`src/hw/rtl/qps_pkg.sv`:
```
// Shared types and constants for the queue proportional sampler.
// Used by every module of the block except qps_ram; depends on nothing.
`timescale 1ns / 1ps

package qps_pkg;

   localparam int MODE_W   = 3;
   localparam int PORT_W   = 4;
   localparam int AMOUNT_W = 16;
   localparam int FRAC_W   = 20;
   localparam int VALUE_W  = 20;

   localparam logic [MODE_W-1:0] MODE_ADD    = 3'd0;
   localparam logic [MODE_W-1:0] MODE_SUB    = 3'd1;
   localparam logic [MODE_W-1:0] MODE_SAMPLE = 3'd2;
   localparam logic [MODE_W-1:0] MODE_REMOVE = 3'd3;
   localparam logic [MODE_W-1:0] MODE_READ   = 3'd4;

   typedef struct packed {
      logic [MODE_W-1:0]   mode;
      logic [PORT_W-1:0]   input_port;
      logic [PORT_W-1:0]   output_port;
      logic [AMOUNT_W-1:0] amount;
      logic [FRAC_W-1:0]   random_fraction;
   } req_type;

   typedef struct packed {
      logic [PORT_W-1:0]  chosen_port;
      logic [VALUE_W-1:0] value;
      logic               empty_res;
      logic               overflow;
   } rsp_type;

   typedef enum logic {
      ALU_ADD = 1'b0,
      ALU_SUB = 1'b1
   } alu_op_type;

   typedef enum logic [6:0] {
      ST_CLEAR = 7'b0000001,
      ST_IDLE  = 7'b0000010,
      ST_LEAF  = 7'b0000100,
      ST_PATH  = 7'b0001000,
      ST_ROOT  = 7'b0010000,
      ST_WALK  = 7'b0100000,
      ST_DONE  = 7'b1000000
   } state_type;

endpackage

```
`src/hw/rtl/qps_alu.sv`:
```
// Shared add/subtract unit used for leaf updates, path sums and the sample walk.
// Depends on qps_pkg for the operation type.
`timescale 1ns / 1ps

module qps_alu #(
   parameter int WIDTH = 21
) (
   input  logic [WIDTH-1:0]   a,
   input  logic [WIDTH-1:0]   b,
   input  qps_pkg::alu_op_type op,
   output logic [WIDTH-1:0]   result,
   output logic               neg
);
   import qps_pkg::*;

   logic [WIDTH-1:0] b_eff;

   assign b_eff  = (op == ALU_SUB) ? ~b : b;
   assign result = a + b_eff + WIDTH'(op == ALU_SUB);
   // Operands stay below the top bit, so a set top bit means a < b.
   assign neg    = result[WIDTH-1];

endmodule

```
`config.mk`:
```
export PLATFORM = sky130hd
export DESIGN_NAME = qps_alu
export DESIGN_NICKNAME = d
export VERILOG_FILES = /design/src/hw/rtl/qps_pkg.sv /design/src/hw/rtl/qps_alu.sv
export SDC_FILE = /design/constraint.sdc
export NUM_CORES = 1
export LEC_CHECK = 0
export BUFFER_PORTS_ARGS = -buffer_cell sky130_fd_sc_hd__buf_2
export CAP_MARGIN = 20
export CELL_PAD_IN_SITES_DETAIL_PLACEMENT = 0
export CELL_PAD_IN_SITES_GLOBAL_PLACEMENT = 2
export CORE_MARGIN = 2
export CORE_UTILIZATION = 23
export DETAILED_ROUTE_END_ITERATION = 6
export PLACE_DENSITY_LB_ADDON = 0.1
export SYNTH_ARGS = -nofsm -noshare
export SYNTH_HDL_FRONTEND = slang
export SYNTH_SLANG_ARGS = --single-unit
```
`constraint.sdc`:
```
create_clock -name vclk -period 3.22
set_input_delay 0.644 -clock vclk [all_inputs]
set_output_delay 0.644 -clock vclk [all_outputs]
set_load 0.03 [all_outputs]
```
==> out/results.ini, run 1 <==
[layout]
drive_above_1_share_pct = 62.8
diodes = 0
n_clock_buffer = 0
design.seq.count = 0
final_cell_area_um2 = 2720
register_area_um2 = 0
layout.nets = 374
area_growth_syn_to_layout_pct = 104
finalNonFillerCells = 381

[logic_synthesis]
synth.distinct_cells = 42
yosys_warnings = 0
synth_seq_area_share_pct = 0
synth_fp_nets = 248
synthTopCellsByArea = ha_1, xor2_1, xnor2_1
yosys-top-cells-count = xor2_1, nand2_1, ha_1, a21oi_1, xnor2_1
syn_inst = 185
synthDominantCellAreaShare_pct = 17.8
syn_area_per_cell_um2 = 7.22
synth_area_um2 = 1340
synth_largest_area_cell = ha_1
yosys.cell_count.top_type = xor2_1

[global_route]
grt_use_total_pct = 13.7
grt_pass1_wl_um = 7330
grt_pass1_vias = 1683
antenna_found_initial = 0
grt_max_degree = 9
grt_remaining_overflow = 0

[detailed_routing]
via_count = 1759
dr.pass1.iters = 4
routed_wl_um = 4610
drc = 0
drtIter0Drc = 38
post_drt_wl_per_cell_um = 12.1
avgViaCountPerCell = 4.62
ant_nets = 0

[place]
dp_cells = 370
portBuffers = 65
placed_area_um2 = 2260
place_hpwl_um = 3830
post-place-ws_ns = -0.307
gp_congestion = 0.787

[sta]
period_minus_slack_ns = 3.33
maxSlewViolCount = 0
tightest_slew_ns = 0.372
fin_ws_ns = -0.105
max_freq_ghz = 0.301
finalSetupViolations = 7
rsz0062_at_grt = true
finalHoldViolCount = 0
finalSetupTns_ns = -0.453
slew_headroom_pct = 75.0
min_period_over_period_pct = 103

[floorplanning]
dieArea_um2 = 6440
core_area_um2 = 5570
rows = 27
die_w_um = 80.2
die_h_um = 80.2
initial_core_util_pct = 24.0
io_pins = 65

[run]
drv_cap = 0

[setup_path]
worstPathRequired_ns = 2.58
arrival_ns = 2.68
startpoint_type = input port
cp-endpoint = neg
crit_type = input port to output port
critPathCaptureType = output port
cp_max_fo = 8
startpoint = op

[min_path]
holdCritPathClass = input port to output port
holdPathStages = 3

[pwr]
vdd_drop_max_uv = 176
power_leakage_nw = 1.30
p_per_area_nw_per_um2 = 399

[outcome]
outcome = finished, violations left
failed_checks = negative setup slack

[clock_network]
postCtsHoldBufs = 0

[timing repair]
action / 4_1_cts / 5_1_grt
hold endpoints to repair: 0 / 0
buffers inserted: 4 / 7
endpoints found under the setup margin: 15 / 15
pin swaps: 20 / 27
resized for setup: 46 / 42
[routing by layer]
layer	vias up	wire length (um)	share of wire [%]	global-route usage, %
li1	912	-	-	-
met1	813	2060	45	18.2
met2	32	2410	52	26.2
met3	2	121	2.6	0.112
met4	0	21	0.46	0
met5	-	0	0	0
[area by class of cell]
type	count	area, um2
multi-input combinational	168	1640
tap	72	90.1
inverter	5	18.8
fill	576	2850
timing repair buffer	136	976
[critical path: stages]
cell and delay [ns]:
buf_12 0.11, buf_12 0.13, xor2_2 0.15, ha_4 0.25, o211ai_1 0.27, a21oi_4 0.07, buf_6 0.12, o21ai_2 0.11
o211ai_1 0.15, a221oi_2 0.33, xnor2_2 0.17, buf_6 0.16
[power breakdown]
| group | switching (W) | leakage [nW] | internal, W |
|---|---|---|---|
| Clock | 0 | 0 | 0 |
| Combinational | 0.000566 | 1.30 | 0.000520 |
| Sequential | 0 | 0 | 0 |
| Total | 0.000566 | 1.30 | 0.000520 |
[logic make-up (layout without fill, tap and decap cells)]
kind of cell    after synthesis  count (layout)  synth area share (%)
mux                           3               3                  2.53
xor+xnor                     39              39                  25.6
simple gates                 50              50                  18.1
buf+inv                      17             141                  5.52
compound gates               56              56                  29.0
fa+ha+maj                    20              20                  19.3
[placed cells by master, fill, tap and decap left out, types with 4 or more instances in the layout]
cell type	n
a21o_1	4
a21oi_1	7
a21oi_2	8
buf_2	52
buf_4	66
buf_6	16
ha_1	14
inv_1	5
nand2_1	20
nand4_1	4
nor2_1	7
o211ai_1	4
o21ai_1	4
o21ai_2	4
xnor2_1	9
xnor2_2	6
xor2_1	19
xor2_2	5
[per-stage QoR]
stage | hold WS (ns) | power, W | util [%]
after floorplan | 1.46 | 0.000585 | -
after global placement | 1.61 | 0.000894 | 40.6
after detailed placement | 1.62 | 0.000890 | 40.6
after CTS | 1.62 | 0.000996 | 44.2
after global routing | 1.62 | 0.00117 | 48.8
final | 1.62 | 0.00109 | 48.8
[worst min-delay path by stage]
| stage | from | to | slack, ns |
|---|---|---|---|
| floorplan | b[0] | result[0] | 1.46 |
| global placement | a[0] | result[0] | 1.61 |
| detailed placement | a[0] | result[0] | 1.62 |
| CTS | a[0] | result[0] | 1.62 |
| global route | a[0] | result[0] | 1.62 |
| finish | a[0] | result[0] | 1.62 |
No activity file was read; power rests on OpenSTA's default activity.
==> run 2, diff against run 1 <==
--- a/config.mk
+++ b/config.mk
@@ -13,6 +13,7 @@
 export CORE_UTILIZATION = 23
 export DETAILED_ROUTE_END_ITERATION = 6
 export PLACE_DENSITY_LB_ADDON = 0.1
+export RECOVER_POWER = 25
 export SYNTH_ARGS = -nofsm -noshare
 export SYNTH_HDL_FRONTEND = slang
 export SYNTH_SLANG_ARGS = --single-unit
==> out/results.ini, run 2 (same netlist as run 1, synthesis figures left out) <==
[sta]
slew_headroom_pct = 75.0  ; unchanged
rsz0062_at_grt = true
tightest_slew_ns = 0.372  ; unchanged
min_period_over_period_pct = 103  ; about the same
finalSetupViolations = 7  ; unchanged
maxSlewViolCount = 0  ; unchanged
max_freq_ghz = 0.301  ; about the same
finalSetupTns_ns = -0.466  ; -0.0129 ns
period_minus_slack_ns = 3.33  ; +0.000958 ns
fin_ws_ns = -0.106  ; -0.000958 ns
finalHoldViolCount = 0  ; unchanged

[layout]
final_cell_mix = buf_4, buf_2, nand2_1
diodes = 0  ; unchanged
area_growth_syn_to_layout_pct = 103
final_common_cell = buf_4
register_area_um2 = 0  ; unchanged
n_clock_buffer = 0  ; unchanged
layout.nets = 374  ; unchanged
design.seq.count = 0  ; unchanged
drive_above_1_share_pct = 62.1  ; -0.65 points

[detailed_routing]
via_count = 1756  ; -0.17%
drtIter0Drc = 38  ; unchanged
dr.pass1.iters = 4  ; unchanged
drc = 0  ; unchanged
avgViaCountPerCell = 4.61  ; -0.17%
ant_nets = 0  ; unchanged
routed_wl_um = 4620  ; about the same
post_drt_wl_per_cell_um = 12.1  ; about the same

[global_route]
grt_use_total_pct = 13.7  ; unchanged
antenna_found_initial = 0  ; unchanged
grt_remaining_overflow = 0  ; unchanged
grt_pass1_wl_um = 7330  ; unchanged
grt_pass1_vias = 1683  ; unchanged
grt_max_degree = 9  ; unchanged

[pwr]
total_power_w = 0.00108  ; -0.10%
vdd_drop_max_uv = 176  ; about the same
p_per_area_nw_per_um2 = 399  ; about the same
power_leakage_nw = 1.30  ; about the same

[setup_path]
worstPathRequired_ns = 2.58  ; about the same
cp_max_fo = 8  ; unchanged
arrival_ns = 2.68  ; about the same
startpoint_type = input port
critPathCaptureType = output port
crit_type = input port to output port

[floorplanning]
dieArea_um2 = 6440  ; unchanged
io_pins = 65  ; unchanged
die_w_um = 80.2  ; unchanged
initial_core_util_pct = 24.0  ; unchanged
core_area_um2 = 5570  ; unchanged
rows = 27  ; unchanged
die_h_um = 80.2  ; unchanged

[place]
gp_congestion = 0.787  ; unchanged
place_hpwl_um = 3830  ; unchanged
portBuffers = 65  ; unchanged

[min_path]
holdCritPathClass = input port to output port
holdPathStages = 3  ; unchanged

[outcome]
failed_checks = negative setup slack
outcome = finished, violations left

[clock_network]
postCtsHoldBufs = 0  ; unchanged

[run]
drv_cap = 0  ; unchanged

## run 2: cell count changes in the layout (fill, tap and decap cells not counted), sizes merged
cell    before  now
buf        136  135
clkbuf       0    1
## run 2: metrics by stage
stage	instances	hold WS (ns)	util [%]	setup WS [ns]	cell area, um2
floorplan	185	1.46	-	-0.0564	1480
global placement	370	1.61	40.6	-0.324	2260
detailed placement	370	1.62	40.6	-0.307	2260
CTS	374	1.62	44.2	-0.163	2470
global route	381	1.66	48.7	-0.227	2720
finish	381	1.64	48.7	-0.106	2720
## run 2: area by class of cell
class	instances	area [um2]
tap	72	90.1
fill	579	2860
inverter	5	18.8
multi-input combinational	168	1630
timing repair buffer	136	975
## run 2: repair_timing
| action | in CTS | in global routing |
|---|---|---|
| gates resized for setup | 46 | 42 |
| pin swaps | 20 | 27 |
| setup endpoints to repair | 15 | 15 |
| buffers inserted | 4 | 7 |
## run 2: metal layers
metal	global-route usage, %	part of all wire (%)	vias to the layer above
met5	0	0	-
met1	18.2	45	812
met2	26.2	52	30
met4	0	0.46	0
li1	-	-	912
met3	0.112	2.5	2
## run 2: power breakdown
part / switching, W / total [W] / internal (W) / leakage, nW
Clock: 0 / 0 / 0 / 0
Combinational: 0.000566 / 0.00108 / 0.000519 / 1.30
Sequential: 0 / 0 / 0 / 0
## run 2: path summary, 6_finish.rpt
check	from	slack, ns	endpoint
setup / recovery	op	-0.11	neg
hold / removal	a[0]	1.64	result[0]
## run 2: critical path, stage by stage
cell	delay (ns)
buf_12	0.11
buf_12	0.14
xor2_2	0.15
ha_4	0.25
o211ai_1	0.27
a21oi_4	0.07
buf_6	0.12
o21ai_2	0.11
o211ai_1	0.15
a221oi_2	0.33
xnor2_2	0.17
buf_6	0.16
==> run 3, diff against run 2 <==
--- a/config.mk
+++ b/config.mk
@@ -10,7 +10,7 @@
 export CELL_PAD_IN_SITES_DETAIL_PLACEMENT = 0
 export CELL_PAD_IN_SITES_GLOBAL_PLACEMENT = 2
 export CORE_MARGIN = 2
-export CORE_UTILIZATION = 23
+export CORE_UTILIZATION = 25
 export DETAILED_ROUTE_END_ITERATION = 6
 export PLACE_DENSITY_LB_ADDON = 0.1
 export RECOVER_POWER = 25
==> constraint.sdc (replaced) <==
create_clock -name vclk -period 3.8
set_input_delay 0.76 -clock vclk [all_inputs]
set_output_delay 0.76 -clock vclk [all_outputs]
set_load 0.03 [all_outputs]
==> out/results.ini, run 3 (same netlist as run 1, synthesis figures left out) <==
[sta]
maxSlewViolCount = 0  ; unchanged
max_freq_ghz = 0.273
rsz0062_at_grt = true
finalSetupViolations = 0  ; -7
min_period_over_period_pct = 96.5
tightest_slew_ns = 0.406  ; +0.0346 ns
finalHoldViolCount = 0  ; unchanged
slew_headroom_pct = 72.6  ; -2.3 points
whs_ns = 1.88  ; +0.239 ns
period_minus_slack_ns = 3.67

[setup_path]
critPathCaptureType = output port
crit_type = input port to output port
arrival_ns = 2.91  ; +0.23 ns
cp-endpoint = result[18]
startpoint_type = input port
worstPathRequired_ns = 3.04  ; +0.46 ns
startpoint = op
cp_max_fo = 8  ; unchanged

[floorplanning]
initial_core_util_pct = 26.0  ; +2.0 points
core_area_um2 = 5140  ; -7.8%
rows = 26  ; -3.7%
die_w_um = 77.1  ; -3.9%
dieArea_um2 = 5950  ; -7.6%
io_pins = 65  ; unchanged
die_h_um = 77.1  ; -3.9%

[layout]
fillCellCount = 628  ; +8.5%
area_growth_syn_to_layout_pct = 46.8
final_common_cell = buf_2
drive_above_1_share_pct = 40.1  ; -22 points
layout.nets = 327  ; -13%
n_clock_buffer = 0  ; unchanged
register_area_um2 = 0  ; unchanged
multi_input_area_um2 = 1330  ; -18%
finalNonFillerCells = 332  ; -13%
design.seq.count = 0  ; unchanged
final_cell_area_um2 = 1960  ; -28%
diodes = 0  ; unchanged
final_cell_mix = buf_2, buf_4, xor2_1

[place]
portBuffers = 65  ; unchanged
gp_congestion = 0.781  ; -0.74%
placed_area_um2 = 1910  ; -15%
dp_cells = 332  ; -10%
place_hpwl_um = 3500  ; -8.7%

[detailed_routing]
avgViaCountPerCell = 4.64  ; +0.71%
ant_nets = 0  ; unchanged
drtIter0Drc = 29  ; -24%
via_count = 1541  ; -12%
post_drt_wl_per_cell_um = 12.2  ; +0.59%
dr.pass1.iters = 6  ; +2
routed_wl_um = 4050  ; -12%
drc = 0  ; unchanged

[outcome]
outcome = completed

[pwr]
vdd_drop_max_uv = 144  ; -19%
total_power_w = 0.000669  ; -38%
p_per_area_nw_per_um2 = 341  ; -15%
power_leakage_nw = 0.961  ; -26%

[global_route]
grt_use_total_pct = 13.4  ; -0.32 points
grt_pass1_vias = 1563  ; -7.1%
grt_pass1_wl_um = 6920  ; -5.6%
grt_remaining_overflow = 0  ; unchanged
grt_max_degree = 13  ; +4
antenna_found_initial = 0  ; unchanged

[run]
drv_cap = 0  ; unchanged

[clock_network]
postCtsSetupBuffers = 0  ; -4
postCtsHoldBufs = 0  ; unchanged

[min_path]
holdCritPathClass = input port to output port

[run 3: cell types whose count changed in the layout (fill, tap and decap cells not counted), sizes merged]
cell / change
buf: -52
clkbuf: +5
[run 3: worst min path at each step]
stage	from	to	slack (ns)	cells after the start
2_1_floorplan	b[0]	result[0]	1.69	1
3_3_place_gp	a[0]	result[0]	1.85	3
3_5_place_dp	a[0]	result[0]	1.86	3
4_1_cts	a[0]	result[0]	1.85	3
5_1_grt	a[0]	result[0]	1.89	3
6_report	a[0]	result[0]	1.88	3
[run 3: where the power goes]
group	internal, W	switching, W	leakage (nW)
sequential	0	0	0
clock	0	0	0
combinational	0.000265	0.000404	0.961
total	0.000265	0.000404	0.961
[run 3: per-layer routing]
layer | track usage [%] | part of all wire, % | wire length [um]
met1 | 17.9 | 45 | 1840
met2 | 25.4 | 51 | 2070
met3 | 0.353 | 3.5 | 140
met4 | 0 | 0 | 0
met5 | 0 | 0 | 0
[run 3: metrics by stage]
step / setup TNS (ns) / setup WS (ns) / util, %
6_report: 0 / 0.132 / 38.2
2_1_floorplan: 0 / 0.00278 / -
3_5_place_dp: -0.0620 / -0.0620 / 37.2
4_1_cts: 0 / 0.0273 / 37.2
5_1_grt: -0.00265 / -0.00229 / 38.2
3_3_place_gp: 0 / 0.0448 / 37.2
[run 3: layout make-up]
class                           instances  share of cell area [%]
Multi-Input combinational cell        168                    67.9
Timing Repair Buffer                   89                    26.7
Tap cell                               70                    4.46
Inverter                                5                   0.957
[run 3: worst max-delay path, cell delays in order]
cell	delay, ns
buf_2	0.13
buf_4	0.18
xor2_1	0.16
ha_1	0.30
a21oi_2	0.15
buf_4	0.15
o211ai_1	0.08
a41oi_1	0.31
o311ai_2	0.17
o211ai_1	0.16
xnor2_2	0.14
clkbuf_4	0.20
[run 3: what timing repair did]
item | 4_1_cts | 5_1_grt
endpoints found under the setup margin | 1 | 8
endpoints found under the hold margin | 0 | 0
gates resized for setup | 1 | 19
pin swaps | 0 | 4
